[config.mk]
export PLATFORM = sky130hd
export DESIGN_NAME = periodic_task_release_table
export DESIGN_NICKNAME = d
export VERILOG_FILES = /design/src/rtl/ptrt_pkg.sv /design/src/rtl/ptrt_cell.sv /design/src/rtl/periodic_task_release_table.sv
export VERILOG_INCLUDE_DIRS = /design/src /design/src/rtl
export SDC_FILE = /design/constraint.sdc
export NUM_CORES = 1
export LEC_CHECK = 0
export BUFFER_PORTS_ARGS = -buffer_cell sky130_fd_sc_hd__buf_4
export CAP_MARGIN = 30
export CORE_MARGIN = 2
export CORE_UTILIZATION = 25
export CTS_BUF_LIST = sky130_fd_sc_hd__clkbuf_8
export DETAILED_ROUTE_END_ITERATION = 10
export GPL_ROUTABILITY_DRIVEN = 1
export GPL_TIMING_DRIVEN = 0
export PLACE_DENSITY = 0.45
export SLEW_MARGIN = 20
export SYNTH_ARGS = -nofsm -noshare
export SYNTH_HDL_FRONTEND = slang
export SYNTH_SLANG_ARGS = --single-unit
[constraint.sdc]
create_clock -name clk -period 10.13 [get_ports clk]
set_input_delay 3.039 -clock clk [delete_from_list [all_inputs] [get_ports clk]]
set_output_delay 3.039 -clock clk [all_outputs]
set_load 0.03 [all_outputs]
[src/rtl/assert_macros.svh]
`ifndef ASSERT_MACROS_SVH
`define ASSERT_MACROS_SVH

// check a property on every clock edge outside reset
`define PTRT_ASSERT(lbl, prop, msg) \
  lbl: assert property (@(posedge clk) disable iff (!rst_n) (prop)) else $error(msg);

// check a property on every clock edge, reset included
`define PTRT_ASSERT_ALWAYS(lbl, prop, msg) \
  lbl: assert property (@(posedge clk) (prop)) else $error(msg);

`endif

[src/rtl/ptrt_pkg.sv]
package ptrt_pkg;

  localparam int NUM_SLOTS = 8;
  localparam int CMD_W     = 3;
  localparam int SLOT_W    = 3;
  localparam int TIME_W    = 16;
  localparam int FIRE_W    = 8;
  localparam int IDX_W     = (NUM_SLOTS > 1) ? $clog2(NUM_SLOTS) : 1;
  localparam int CMP_W     = (IDX_W > SLOT_W) ? IDX_W : SLOT_W;

  typedef enum logic [CMD_W-1:0] {
    CMD_TICK    = 3'd0,
    CMD_CREATE  = 3'd1,
    CMD_SUSPEND = 3'd2,
    CMD_RESUME  = 3'd3,
    CMD_DELETE  = 3'd4
  } cmd_t;

  typedef struct packed {
    logic [CMD_W-1:0]  cmd;
    logic [SLOT_W-1:0] slot;
    logic [TIME_W-1:0] period;
    logic [TIME_W-1:0] first_delay;
    logic [FIRE_W-1:0] fire_mask;
    logic              create_status;
  } tok_t;

endpackage

[src/rtl/ptrt_cell.sv]
module ptrt_cell (
  input  logic                         clk,
  input  logic                         rst_n,
  input  logic [ptrt_pkg::IDX_W-1:0]   idx,
  input  logic                         adv,
  input  logic                         in_vld,
  input  ptrt_pkg::tok_t               in_tok,
  output logic                         out_vld,
  output ptrt_pkg::tok_t               out_tok
);
  import ptrt_pkg::*;

  logic              valid_r, valid_nxt;
  logic              resumed_r, resumed_nxt;
  logic [TIME_W-1:0] period_r, period_nxt;
  logic [TIME_W-1:0] delay_r, delay_nxt;
  logic              vld_r;
  tok_t              tok_r, tok_nxt;
  logic              hit;

  assign hit = (CMP_W'(in_tok.slot) == CMP_W'(idx));

  always_comb begin
    valid_nxt   = valid_r;
    resumed_nxt = resumed_r;
    period_nxt  = period_r;
    delay_nxt   = delay_r;
    tok_nxt     = in_tok;
    unique case (cmd_t'(in_tok.cmd))
      CMD_TICK: begin
        if (resumed_r) begin
          if (delay_r == '0) begin
            if (valid_r) begin
              tok_nxt.fire_mask = in_tok.fire_mask | (FIRE_W'(1) << idx);
              delay_nxt         = period_r - TIME_W'(1);
            end
          end else begin
            delay_nxt = delay_r - TIME_W'(1);
          end
        end
      end
      CMD_CREATE: begin
        if (hit) begin
          if (valid_r) begin
            tok_nxt.create_status = 1'b1;
          end else begin
            period_nxt  = in_tok.period;
            delay_nxt   = in_tok.first_delay;
            valid_nxt   = 1'b1;
            resumed_nxt = 1'b1;
          end
        end
      end
      CMD_SUSPEND: begin
        if (hit) begin
          resumed_nxt = 1'b0;
        end
      end
      CMD_RESUME: begin
        if (hit) begin
          resumed_nxt = 1'b1;
        end
      end
      CMD_DELETE: begin
        if (hit) begin
          valid_nxt = 1'b0;
        end
      end
      default: begin
      end
    endcase
  end

  always_ff @(posedge clk) begin
    if (!rst_n) begin
      valid_r   <= 1'b0;
      resumed_r <= 1'b0;
      period_r  <= '0;
      delay_r   <= '0;
      vld_r     <= 1'b0;
    end else if (adv) begin
      vld_r <= in_vld;
      if (in_vld) begin
        valid_r   <= valid_nxt;
        resumed_r <= resumed_nxt;
        period_r  <= period_nxt;
        delay_r   <= delay_nxt;
      end
    end
  end

  always_ff @(posedge clk) begin
    if (adv && in_vld) begin
      tok_r <= tok_nxt;
    end
  end

  assign out_vld = vld_r;
  assign out_tok = tok_r;

endmodule

[src/rtl/periodic_task_release_table.sv]
// Periodic task release table: one cell per task slot, chained in slot order.
// Each command item enters the first cell and walks the chain one cell per
// cycle while the result side does not block it; every cell applies the
// command to its own slot (tick countdown and release, create, suspend,
// resume, delete) and adds its release bit to the item. The result leaves
// the last cell into an output register, and a new item is accepted only
// once the chain is empty, so an item is not taken before the previous one
// has left the chain.
module periodic_task_release_table (
  input  logic                          clk,
  input  logic                          rst_n,
  input  logic                          in_valid,
  output logic                          in_stall,
  input  logic [ptrt_pkg::CMD_W-1:0]    in_cmd,
  input  logic [ptrt_pkg::SLOT_W-1:0]   in_slot,
  input  logic [ptrt_pkg::TIME_W-1:0]   in_period,
  input  logic [ptrt_pkg::TIME_W-1:0]   in_first_delay,
  output logic                          out_valid,
  input  logic                          out_stall,
  output logic [ptrt_pkg::FIRE_W-1:0]   out_fire_mask,
  output logic                          out_create_status
);
  import ptrt_pkg::*;
  `include "assert_macros.svh"

  logic [NUM_SLOTS:0] vld;
  tok_t               tok [NUM_SLOTS+1];
  logic               adv;
  logic               in_acc;
  logic               out_valid_r;
  logic [FIRE_W-1:0]  out_fire_mask_r;
  logic               out_create_status_r;

  assign in_stall = |vld[NUM_SLOTS:1];
  assign in_acc   = in_valid && !in_stall;
  assign adv      = !(vld[NUM_SLOTS] && out_valid_r && out_stall);

  assign vld[0]                 = in_acc;
  assign tok[0].cmd             = in_cmd;
  assign tok[0].slot            = in_slot;
  assign tok[0].period          = in_period;
  assign tok[0].first_delay     = in_first_delay;
  assign tok[0].fire_mask       = '0;
  assign tok[0].create_status   = 1'b0;

  for (genvar i = 0; i < NUM_SLOTS; i++) begin : g_cell
    ptrt_cell u_cell (
      .clk     (clk),
      .rst_n   (rst_n),
      .idx     (IDX_W'(i)),
      .adv     (adv),
      .in_vld  (vld[i]),
      .in_tok  (tok[i]),
      .out_vld (vld[i+1]),
      .out_tok (tok[i+1])
    );
  end

  always_ff @(posedge clk) begin
    if (!rst_n) begin
      out_valid_r <= 1'b0;
    end else if (adv && vld[NUM_SLOTS]) begin
      out_valid_r <= 1'b1;
    end else if (!out_stall) begin
      out_valid_r <= 1'b0;
    end
  end

  always_ff @(posedge clk) begin
    if (adv && vld[NUM_SLOTS]) begin
      out_fire_mask_r     <= tok[NUM_SLOTS].fire_mask;
      out_create_status_r <= tok[NUM_SLOTS].create_status;
    end
  end

  assign out_valid         = out_valid_r;
  assign out_fire_mask     = out_fire_mask_r;
  assign out_create_status = out_create_status_r;

  `PTRT_ASSERT(a_one_item_in_chain, $onehot0(vld[NUM_SLOTS:1]), "more than one item in chain")
  `PTRT_ASSERT(a_accept_enters, in_acc |=> vld[1], "accepted item missing from first cell")
  `PTRT_ASSERT(a_last_holds, (vld[NUM_SLOTS] && !adv) |=> vld[NUM_SLOTS], "blocked item dropped")
  `PTRT_ASSERT(a_out_from_chain, $rose(out_valid_r) |-> $past(vld[NUM_SLOTS]), "result without item")
  `PTRT_ASSERT_ALWAYS(a_no_accept_busy, !(in_acc && (|vld[NUM_SLOTS:1])), "accept while busy")

endmodule

==> results.json, run 1 <==
{
  "final_common_cell": "sky130_fd_sc_hd__nand2_1",
  "port_buffers": 51,
  "hold_viol_final": 0,
  "drive_gt1_frac": 0.1023,
  "syn_to_layout_area_delta_pct": 17.20,
  "ys_seq_area_frac": 0.5745,
  "slew_violations": 0,
  "postSynthRegisterBits": 600,
  "dp_worst_setup_slack_ns": 4.137,
  "final_cell_mix": "sky130_fd_sc_hd__nand2_1 (429), sky130_fd_sc_hd__edfxtp_1 (319), sky130_fd_sc_hd__dfxtp_1 (281), sky130_fd_sc_hd__a21oi_1 (247), sky130_fd_sc_hd__nor2_1 (184)",
  "maximum_number_of_pins_on_one_net_before_global_route_repair": 37,
  "intPower_mw": 3.923,
  "first_global_vias": 20390,
  "final_critical_path_setup_slack_ns": 4.951,
  "cts.hold.buffers_added": 0,
  "viasPerCell": 4.948,
  "grt_first_pass_wirelength_mm": 132.4,
  "synthesis.instances": 2624,
  "synth-compound-area-share": 0.1816,
  "leakage_nw": 10.86,
  "core_area_sq_um": 105100,
  "die_boundary_width_um": 329.4,
  "gp_congestion": 0.9055,
  "post_synthesis_share_of_cell_area_spent_on_and_or_nand_and_nor_gates": 0.1817,
  "crit_required_ns": 10.82,
  "setup_viol": 0,
  "period_needed_ns": 5.179,
  "route.vias.total": 21170,
  "pwr-share-clk": 0.456,
  "cap_viol_max_count": 0,
  "netlist_area_sq_um": 26460,
  "cts_buffers": 100,
  "dr.first_iter.drc_count": 1602,
  "dominant_combinational_cell_family_by_area_after_synthesis": "simple AND/OR/NAND/NOR gates",
  "placementRows": 119,
  "io_pins": 53,
  "comb_power_share": 0.033,
  "relSlewSlack": 0.2852,
  "nFillCells": 11170,
  "chipHeight_um": 329.4,
  "global_route.overflow_total": 0,
  "clock_tree_from_tritoncts": "yes",
  "cts_repair_resize_count": 0,
  "final_worst_path_period_share": 0.5112,
  "start_util": 0.2518,
  "multiInputGateArea_sq_um": 10590,
  "drcViolationCount": 0,
  "synthMuxAreaShare": 0.01362,
  "sw_frac_of_total": 0.2362,
  "critPathMaxFanout": 33,
  "power.share.sequential": 0.511,
  "post-cts-setup-buffers": 0,
  "pnr_total_power_mw": 5.136,
  "netlist-cell-type-count": 81,
  "nets_finish": 2848,
  "seqCellArea_sq_um": 15200,
  "cts.path.max_buffers": 3,
  "finalClockSkew_ns": 0.03654,
  "clock_latency_ns": 0.75,
  "ant_nets": 0,
  "number_of_flops_mapped_to_enable_cells_by_yosys": 319,
  "switchingPower_mw": 1.213,
  "hpwl_mm": 66.64,
  "cts_htree_levels": 3,
  "synth_largest_type_area_fraction": 0.3620,
  "post-route-util": 0.2951,
  "drt-wirelength-per-cell_um": 20.84,
  "netlist_top_cells_area": "sky130_fd_sc_hd__edfxtp_1 (36%), sky130_fd_sc_hd__dfxtp_1 (21%), sky130_fd_sc_hd__nand2_1 (6.1%)",
  "timing.fmax_mhz": 193.1,
  "worstSetupPathType": "input pin to flip-flop",
  "yosys_most_used_dff": "sky130_fd_sc_hd__edfxtp_1",
  "synth.largest_area_cell": "sky130_fd_sc_hd__edfxtp_1",
  "crit_arrival_ns": 5.87,
  "syn_nets": 2674,
  "clock_pin_slew_on_the_worst_setup_and_hold_paths_ns": 0.07,
  "clock_tree.root_cell": "sky130_fd_sc_hd__clkbuf_8",
  "postSynthAreaPerCell_sq_um": 10.09,
  "yosys.area_share.xor_xnor": 0.01820,
  "peak_supply_drop_uv": 93.15,
  "floorplan.die_area_sq_um": 108500,
  "drt_pass1_iterations": 5,
  "gr-usage-all-layers": 0.1622,
  "route.final.wire_length_mm": 89.18,
  "synth_adder_area_share": 0.003782,
  "endpoint_kind": "flip-flop",
  "outcome": "complete, no violations",
  "yosys_warnings": 0,
  "p_per_area_nw_per_um2": 165.6,
  "timing_worst_slew_pin_value_ns": 1.072,
  "setup-tns-final_ns": 0,
  "worstHoldPathType": "flip-flop to flip-flop",
  "antenna_found_initial": 8,
  "postSynth.asyncResetShare": 0,
  "clock-sinks": 600,
  "grt_setup_unrepaired": "no",
  "setup.worst_path.start_class": "input pin"
}
[stage by stage]
step	std cells	area, sq um	hold slack [ns]
detailed placement	4083	28830	0.4045
finish	4279	31020	0.4130
CTS	4271	30980	0.4147
global route	4277	31010	0.4188
global placement	4066	28590	0.4046
floorplan	2624	26460	0.4003
[cell type report]
class | instances | share of cell area
Timing Repair Buffer | 72 | 0.01977
Clock inverter | 79 | 0.02102
Sequential cell | 600 | 0.4902
Antenna cell | 4 | 0.0003227
Inverter | 42 | 0.005083
Tap cell | 1391 | 0.05611
Buffer | 141 | 0.01779
Clock buffer | 109 | 0.04837
Multi-Input combinational cell | 1841 | 0.3413
[worst max-delay path: stages]
cell	delay, ns
sky130_fd_sc_hd__buf_4	0.12
sky130_fd_sc_hd__nand3_1	0.24
sky130_fd_sc_hd__nand2_1	0.21
sky130_fd_sc_hd__inv_2	0.31
sky130_fd_sc_hd__buf_12	0.25
sky130_fd_sc_hd__nand2_1	0.16
sky130_fd_sc_hd__nor3_1	0.66
sky130_fd_sc_hd__clkbuf_1	0.53
sky130_fd_sc_hd__nand2_1	0.18
sky130_fd_sc_hd__a21oi_1	0.15
[flip-flops by register name, summed over array words and instances (netlist names)]
| register | count |
|---|---|
| out_fire_mask | 8 |
| g_cell.u_cell.resumed_r | 8 |
| g_cell.u_cell.period_r | 128 |
| g_cell.u_cell.valid_r | 8 |
| g_cell.u_cell.out_vld | 8 |
| g_cell.u_cell.delay_r | 128 |
| out_create_status | 1 |
| g_cell.u_cell.out_tok | 310 |
| out_valid | 1 |
[power groups by stage]
stage               combinational (mW)  sequential, mW  clock, mW
floorplan                       0.0862            2.65          0
global placement                 0.163            2.68          0
detailed placement               0.168            2.68          0
CTS                              0.169            2.62       2.41
global route                     0.183            2.63       2.51
finish                           0.169            2.62       2.34
[per-layer routing]
layer  routed length, um  global-route usage  up-vias
li1                    -                   -    10070
met1               38980              0.2106    10280
met2               41970              0.2679      657
met3                4948             0.02945      167
met4                3284             0.06176        0
met5                   0                   0        -
[logic make-up (layout without fill, tap and decap cells)]
group	after synthesis	in the layout
adders and majority gates	8	8
buffers and inverters	183	443
and+or+nand+nor	1001	1001
xor gates and xnor gates	55	55
AOI/OAI and AO/OA	741	741
other	0	4
DFF	600	600
muxes	36	36
[final timing paths]
path,startpoint,to,slack (ns),depth (start not counted)
worst min register to register,g_cell[4].u_cell.out_tok[1]$_DFFE_PP_,g_cell[5].u_cell.out_tok[1]$_DFFE_PP_,0.41,0
worst max register to register,g_cell[7].u_cell.delay_r[9]$_SDFFE_PN0P_,g_cell[7].u_cell.delay_r[10]$_SDFFE_PN0P_,5.83,13
worst max-delay path,out_stall,g_cell[5].u_cell.period_r[8]$_SDFFE_PN0P_,4.95,10
worst min-delay path,g_cell[4].u_cell.out_tok[1]$_DFFE_PP_,g_cell[5].u_cell.out_tok[1]$_DFFE_PP_,0.41,0
[cells in the mapped netlist (all sizes together), types with 17 or more instances]
library cell,count
xor2,30
nor4,37
o21ai,115
o31ai,17
buf,18
a21oi,247
o211ai,45
xnor2,25
or2,17
a21boi,59
a211oi,24
o211a,19
clkbuf,123
or4,20
inv,42
nand3,33
a31oi,67
or3,41
nor2b,46
edfxtp,319
and2,25
dfxtp,281
nand2b,29
nand2,429
nor2,186
mux2i,36
nor3,61
a2111oi,21
(Power assumes the default switching activity.)
==> inputs of run 2 (changes only) <==
--- a/config.mk
+++ b/config.mk
@@ -14,7 +14,7 @@
 export DETAILED_ROUTE_END_ITERATION = 10
 export GPL_ROUTABILITY_DRIVEN = 1
 export GPL_TIMING_DRIVEN = 0
-export PLACE_DENSITY = 0.45
+export PLACE_DENSITY = 0.46
 export SLEW_MARGIN = 20
 export SYNTH_ARGS = -nofsm -noshare
 export SYNTH_HDL_FRONTEND = slang
==> constraint.sdc (replaced) <==
create_clock -name clk -period 4.2 [get_ports clk]
set_input_delay 1.26 -clock clk [delete_from_list [all_inputs] [get_ports clk]]
set_output_delay 1.26 -clock clk [all_outputs]
set_load 0.03 [all_outputs]
==> run 2 against run 1 <==
  * Global-route usage down 0.20 points
  * Highest routed layer unchanged
  * Clock skew is 0.0033 ns lower
  * Combinational power increased by 140%
  * Largest power group unchanged
==> results.json, run 2 (synthesis results as in run 1) <==
{
  "period_needed_ns": 3.848,
  "drt_pass1_iterations": 5,
  "grt_first_pass_wirelength_mm": 131.1,
  "clock_pin_slew_on_the_worst_setup_and_hold_paths_ns": 0.06,
  "dr.first_iter.drc_count": 1778,
  "setup.worst_path.start_class": "flip-flop",
  "slew_violations": 0,
  "leakage_nw": 10.85,
  "syn_to_layout_area_delta_pct": 17.20,
  "setup_viol": 0,
  "cap_viol_max_count": 0,
  "hpwl_mm": 65.80,
  "max_reg_flops": 310,
  "die_boundary_width_um": 329.4,
  "clock_tree_from_tritoncts": "yes",
  "clock_latency_ns": 0.73,
  "hold_ws_ns": 0.4128,
  "pwr-share-clk": 0.450,
  "setup.reg_to_reg.worst_slack_ns": 0.35,
  "outcome": "complete, no violations",
  "timing_worst_slew_pin_value_ns": 1.006,
  "p_per_area_nw_per_um2": 395.2,
  "final_cell_mix": "sky130_fd_sc_hd__nand2_1 (429), sky130_fd_sc_hd__edfxtp_1 (319), sky130_fd_sc_hd__dfxtp_1 (281), sky130_fd_sc_hd__a21oi_1 (247), sky130_fd_sc_hd__nor2_1 (183)",
  "endpoint_kind": "flip-flop",
  "switchingPower_mw": 2.895,
  "drive_gt1_frac": 0.1031,
  "peak_supply_drop_uv": 214.5,
  "sw_frac_of_total": 0.2362,
  "drcViolationCount": 0,
  "maximum_number_of_pins_on_one_net_before_global_route_repair": 38,
  "placementRows": 119,
  "min_path_cells": 0,
  "critPathMaxFanout": 10,
  "critical_path.slowest_cell": "sky130_fd_sc_hd__or4_1",
  "cts_buffers": 98,
  "nFillCells": 11150,
  "port_buffers": 51,
  "crit_family": "simple AND/OR/NAND/NOR gates",
  "chipHeight_um": 329.4,
  "intPower_mw": 9.361,
  "dp_worst_setup_slack_ns": -0.1560,
  "reg2reg_to": "g_cell[2].u_cell.delay_r[12]$_SDFFE_PN0P_",
  "io_pins": 53,
  "crit_path_cell_trace": "or4_1 > or2_2 > nor2_2 > clkbuf_1 > a21oi_1 > ha_1 > o2111ai_1 > or4_1 > a21oi_1 > o2bb2a_1 > o221ai_1 > a31oi_1",
  "first_global_vias": 20300,
  "comb_power_share": 0.033,
  "cts.path.max_buffers": 3,
  "antenna_found_initial": 8,
  "cts_repair_resize_count": 0,
  "holdPathEnd": "out_fire_mask[7]$_DFFE_PP_",
  "start_util": 0.2518,
  "gp_congestion": 0.9008,
  "cts_htree_levels": 3,
  "hold_path_startpoint": "g_cell[7].u_cell.out_tok[8]$_SDFFCE_PN0P_",
  "viasPerCell": 4.922,
  "route.vias.total": 21050,
  "final_common_cell": "sky130_fd_sc_hd__nand2_1",
  "reg2regPathDepth": 12,
  "crit_arrival_ns": 4.43,
  "route.final.wire_length_mm": 87.91,
  "worstSetupPathType": "flip-flop to flip-flop",
  "post-cts-setup-buffers": 0,
  "critical_path.n_buffers_inverters": 1,
  "power.share.sequential": 0.516,
  "cts.hold.buffers_added": 0,
  "hold_viol_final": 0,
  "crit_required_ns": 4.78,
  "final_critical_path_setup_slack_ns": 0.3522,
  "slowest_delay_ns": 0.64,
  "relSlewSlack": 0.3242,
  "global_route.overflow_total": 0,
  "floorplan.die_area_sq_um": 108500,
  "crit-reg2reg-launch": "g_cell[2].u_cell.delay_r[3]$_SDFFE_PN0P_",
  "drt-wirelength-per-cell_um": 20.56,
  "worstHoldPathType": "flip-flop to flip-flop",
  "clock_tree.root_cell": "sky130_fd_sc_hd__clkbuf_8",
  "grt_setup_unrepaired": "no",
  "core_area_sq_um": 105100,
  "ant_nets": 0,
  "final_worst_path_period_share": 0.9162,
  "finalClockSkew_ns": 0.03321,
  "timing.fmax_mhz": 259.9,
  "clock-sinks": 600,
  "gr-usage-all-layers": 0.1602,
  "nets_finish": 2846
}
-- run 2: cell types whose count changed in the layout (fill, tap and decap cells not counted), moves of 2 or more --
| cell | previous run | this run |
|---|---|---|
| sky130_fd_sc_hd__clkbuf_8 | 109 | 107 |
| sky130_fd_sc_hd__clkbuf_1 | 118 | 116 |
| sky130_fd_sc_hd__nor4_2 | 8 | 10 |
| sky130_fd_sc_hd__inv_1 | 60 | 58 |
| sky130_fd_sc_hd__nor4_1 | 29 | 27 |
| sky130_fd_sc_hd__clkbuf_2 | 6 | 8 |
| sky130_fd_sc_hd__buf_2 | 21 | 18 |
| sky130_fd_sc_hd__clkinv_1 | 18 | 21 |
| sky130_fd_sc_hd__clkinvlp_4 | 4 | 2 |
-- run 2: metrics by stage --
stage / utilization / cells / TNS, ns / power (mW) / area, sq um
after floorplan: - / 2624 / 0 / 6.608 / 26460
final: 0.2951 / 4276 / 0 / 12.26 / 31020
after CTS: 0.2945 / 4268 / 0 / 12.41 / 30950
after global routing: 0.2950 / 4273 / 0 / 12.69 / 31010
after global placement: 0.2720 / 4066 / -106.28 / 6.851 / 28590
after detailed placement: 0.2746 / 4083 / -1.248 / 6.865 / 28860
-- run 2: worst reg2reg max path, stage by stage, from the launching register on --
cell and delay (ns):
sky130_fd_sc_hd__dfxtp_1 0.37, sky130_fd_sc_hd__or4_1 0.64, sky130_fd_sc_hd__or2_2 0.36, sky130_fd_sc_hd__nor2_2 0.38, sky130_fd_sc_hd__clkbuf_1 0.48, sky130_fd_sc_hd__a21oi_1 0.15
sky130_fd_sc_hd__ha_1 0.25, sky130_fd_sc_hd__o2111ai_1 0.22, sky130_fd_sc_hd__or4_1 0.23, sky130_fd_sc_hd__a21oi_1 0.04, sky130_fd_sc_hd__o2bb2a_1 0.30, sky130_fd_sc_hd__o221ai_1 0.19
sky130_fd_sc_hd__a31oi_1 0.10
-- run 2: per-layer routing --
metal | track usage | up-vias | routed length, um
met5 | 0 | - | 0
met4 | 0.05949 | 0 | 3012
met3 | 0.02620 | 155 | 4711
met2 | 0.2656 | 662 | 41610
met1 | 0.2096 | 10130 | 38570
li1 | - | 10100 | -
-- run 2: area by class of cell --
cell class	instances	area, sq um	area share
sequential	600	15200	0.4902
multi-input combinational	1841	10610	0.3422
tap	1391	1740	0.05611
clock buffer	107	1473	0.04748
timing repair buffer	72	645.6	0.02082
clock inverter	78	619.3	0.01997
buffer	141	553.0	0.01783
inverter	42	157.7	0.005083
antenna	4	10.01	0.0003227
-- run 2: worst max path at each step --
stage | startpoint | end | slack (ns) | cells after the start
finish | g_cell[2].u_cell.delay_r[3]$_SDFFE_PN0P_ | g_cell[2].u_cell.delay_r[12]$_SDFFE_PN0P_ | 0.35 | 12
global route | g_cell[6].u_cell.delay_r[2]$_SDFFE_PN0P_ | g_cell[6].u_cell.delay_r[12]$_SDFFE_PN0P_ | 0.02 | 12
CTS | g_cell[7].u_cell.delay_r[9]$_SDFFE_PN0P_ | g_cell[7].u_cell.delay_r[10]$_SDFFE_PN0P_ | 0.03 | 13
detailed placement | out_stall | g_cell[6].u_cell.period_r[12]$_SDFFE_PN0P_ | -0.16 | 10
global placement | out_stall | g_cell[6].u_cell.period_r[10]$_SDFFE_PN0P_ | -1.25 | 9
floorplan | out_stall | g_cell[6].u_cell.period_r[10]$_SDFFE_PN0P_ | 0.42 | 8
-- run 2: power groups by stage --
| stage | clock network [mW] | logic, mW | registers [mW] |
|---|---|---|---|
| after global routing | 5.92 | 0.440 | 6.33 |
| final | 5.52 | 0.410 | 6.33 |
| after detailed placement | 0 | 0.410 | 6.46 |
| after global placement | 0 | 0.391 | 6.46 |
| after floorplan | 0 | 0.208 | 6.40 |
| after CTS | 5.67 | 0.411 | 6.33 |
==> inputs of run 3 (changes only) <==
==> constraint.sdc (replaced) <==
create_clock -name clk -period 4.2 [get_ports clk]
set_input_delay 0.42 -clock clk [delete_from_list [all_inputs] [get_ports clk]]
set_output_delay 0.42 -clock clk [all_outputs]
set_load 0.03 [all_outputs]
==> run 3 against run 2 <==
  * Final area rose by 1.2%
  * Hold slack got worse by 0.18 ns
  * Non-clock buffer count rose by 39
  * Die area did not move
  * Critical endpoint unchanged
  * Critical path depth did not move
  * Combinational power rose by 6.8%
  * Register-to-register slack barely moved
==> results.json, run 3 (synthesis results as in run 1) <==
{
  "drt_pass1_iterations": 6,
  "endpoint_kind": "flip-flop",
  "placementRows": 119,
  "start_util": 0.2518,
  "reg2regPathDepth": 12,
  "timing_worst_slew_pin_value_ns": 0.9892,
  "final_common_cell": "sky130_fd_sc_hd__nand2_1",
  "setup.worst_path.start_class": "flip-flop",
  "hold_path_startpoint": "in_valid",
  "grt_first_pass_wirelength_mm": 131.4,
  "clock_tree.root_cell": "sky130_fd_sc_hd__clkbuf_8",
  "hold_viol_final": 0,
  "period_needed_ns": 3.841,
  "final_cell_count_no_fill": 4312,
  "viasPerCell": 4.919,
  "seqCellArea_sq_um": 15200,
  "multiInputGateArea_sq_um": 10610,
  "drt-wirelength-per-cell_um": 20.40,
  "outcome": "complete, no violations",
  "final_worst_path_period_share": 0.9146,
  "dpl.cell_count": 4083,
  "clock_tree_from_tritoncts": "yes",
  "clock-sinks": 600,
  "nets_finish": 2885,
  "timing.fmax_mhz": 260.3,
  "peak_supply_drop_uv": 214.4,
  "maximum_number_of_pins_on_one_net_before_global_route_repair": 38,
  "grt_setup_unrepaired": "no",
  "setup.reg_to_reg.worst_slack_ns": 0.36,
  "slew_violations": 0,
  "intPower_mw": 9.385,
  "nFillCells": 11120,
  "post-cts-setup-buffers": 0,
  "reg2reg_to": "g_cell[2].u_cell.delay_r[12]$_SDFFE_PN0P_",
  "comb_power_share": 0.036,
  "dr.first_iter.drc_count": 1773,
  "port_buffers": 51,
  "route.final.wire_length_mm": 87.95,
  "min_path_cells": 3,
  "hpwl_mm": 65.80,
  "first_global_vias": 20480,
  "finalClockSkew_ns": 0.03218,
  "pwr-share-clk": 0.449,
  "cts.path.max_buffers": 3,
  "chipHeight_um": 329.4,
  "cap_viol_max_count": 0,
  "max_reg_flops": 310,
  "route.vias.total": 21210,
  "crit_required_ns": 4.78,
  "pnr_total_power_mw": 12.28,
  "ant_nets": 0,
  "core_area_sq_um": 105100,
  "floorplan.die_area_sq_um": 108500,
  "gr-usage-all-layers": 0.1603,
  "power.share.sequential": 0.515,
  "sw_frac_of_total": 0.2359,
  "leakage_nw": 11.01,
  "clock_latency_ns": 0.73,
  "cts_htree_levels": 3,
  "relSlewSlack": 0.3355,
  "io_pins": 53,
  "final_cell_mix": "sky130_fd_sc_hd__nand2_1 (429), sky130_fd_sc_hd__edfxtp_1 (319), sky130_fd_sc_hd__dfxtp_1 (281), sky130_fd_sc_hd__a21oi_1 (247), sky130_fd_sc_hd__nor2_1 (183)",
  "cts_buffers": 98,
  "drive_gt1_frac": 0.1017,
  "worstSetupPathType": "flip-flop to flip-flop",
  "drcViolationCount": 0,
  "setup_viol": 0,
  "global_route.overflow_total": 0,
  "crit_arrival_ns": 4.42,
  "p_per_area_nw_per_um2": 391.2,
  "antenna_found_initial": 8,
  "critPathMaxFanout": 10,
  "syn_to_layout_area_delta_pct": 18.65,
  "die_boundary_width_um": 329.4,
  "worstHoldPathType": "input pin to flip-flop",
  "clock_pin_slew_on_the_worst_setup_and_hold_paths_ns": 0.06,
  "crit-reg2reg-launch": "g_cell[2].u_cell.delay_r[3]$_SDFFE_PN0P_",
  "gp_congestion": 0.9008,
  "switchingPower_mw": 2.897,
  "holdPathEnd": "g_cell[0].u_cell.out_vld$_SDFFE_PN0N_"
}
[run 3: worst max-delay path, stage by stage (launching register included)]
cell and delay [ns]:
sky130_fd_sc_hd__dfxtp_1 0.36, sky130_fd_sc_hd__or4_1 0.64, sky130_fd_sc_hd__or2_2 0.36, sky130_fd_sc_hd__nor2_2 0.38, sky130_fd_sc_hd__clkbuf_1 0.47, sky130_fd_sc_hd__a21oi_1 0.15
sky130_fd_sc_hd__ha_1 0.25, sky130_fd_sc_hd__o2111ai_1 0.22, sky130_fd_sc_hd__or4_1 0.23, sky130_fd_sc_hd__a21oi_1 0.04, sky130_fd_sc_hd__o2bb2a_1 0.30, sky130_fd_sc_hd__o221ai_1 0.19
sky130_fd_sc_hd__a31oi_1 0.10
[run 3: worst max-delay path by stage]
stage | start | end | slack (ns) | cells after the start
4_1_cts | g_cell[7].u_cell.delay_r[9]$_SDFFE_PN0P_ | g_cell[7].u_cell.delay_r[10]$_SDFFE_PN0P_ | 0.03 | 13
6_report | g_cell[2].u_cell.delay_r[3]$_SDFFE_PN0P_ | g_cell[2].u_cell.delay_r[12]$_SDFFE_PN0P_ | 0.36 | 12
3_5_place_dp | g_cell[7].u_cell.delay_r[5]$_SDFFE_PN0P_ | g_cell[7].u_cell.delay_r[10]$_SDFFE_PN0P_ | 0.04 | 13
3_3_place_gp | out_stall | g_cell[6].u_cell.period_r[10]$_SDFFE_PN0P_ | -0.41 | 9
5_1_grt | g_cell[6].u_cell.delay_r[2]$_SDFFE_PN0P_ | g_cell[6].u_cell.delay_r[12]$_SDFFE_PN0P_ | 0.02 | 12
2_1_floorplan | g_cell[5].u_cell.delay_r[7]$_SDFFE_PN0P_ | g_cell[5].u_cell.delay_r[14]$_SDFFE_PN0P_ | 0.87 | 13
[run 3: what timing repair did]
item,4_1_cts,5_1_grt
endpoints found under the hold margin,66,0
endpoints found under the setup margin,0,8
hold buffers,39,0
resized for setup,0,7
[run 3: final cells by class]
class | count | area share
clock inverters | 78 | 0.01973
clock buffers | 107 | 0.04690
multi-input cells | 1841 | 0.3380
repair buffers | 111 | 0.03299
flip-flops and latches | 600 | 0.4842
well taps | 1391 | 0.05543
inverters | 42 | 0.005021
plain buffers | 141 | 0.01761
diodes | 1 | 0.00007970
[run 3: power by group through the flow]
stage	Sequential, mW	Clock, mW	Combinational (mW)
6_report	6.33	5.52	0.438
5_1_grt	6.33	5.92	0.471
4_1_cts	6.33	5.67	0.440
3_5_place_dp	6.46	0	0.410
3_3_place_gp	6.46	0	0.391
2_1_floorplan	6.40	0	0.208
[run 3: metrics by stage]
stage,hold slack (ns),area (sq um),setup TNS (ns),util,setup WS [ns]
global route,0.1887,31400,0,0.2987,0.01992
finish,0.2304,31400,0,0.2987,0.3587
detailed placement,0.4054,28860,0,0.2746,0.03785
CTS,0.1521,31350,0,0.2982,0.02512
floorplan,0.4003,26460,0,-,0.8704
global placement,0.4034,28590,-13.90,0.2720,-0.4140
[run 3: routing by layer]
| metal | up-vias | global-route usage | part of all wire |
|---|---|---|---|
| met1 | 10210 | 0.2099 | 0.44 |
| met3 | 156 | 0.02529 | 0.054 |
| li1 | 10160 | - | - |
| met2 | 681 | 0.2665 | 0.47 |
| met4 | 0 | 0.05949 | 0.034 |
| met5 | - | 0 | 0 |
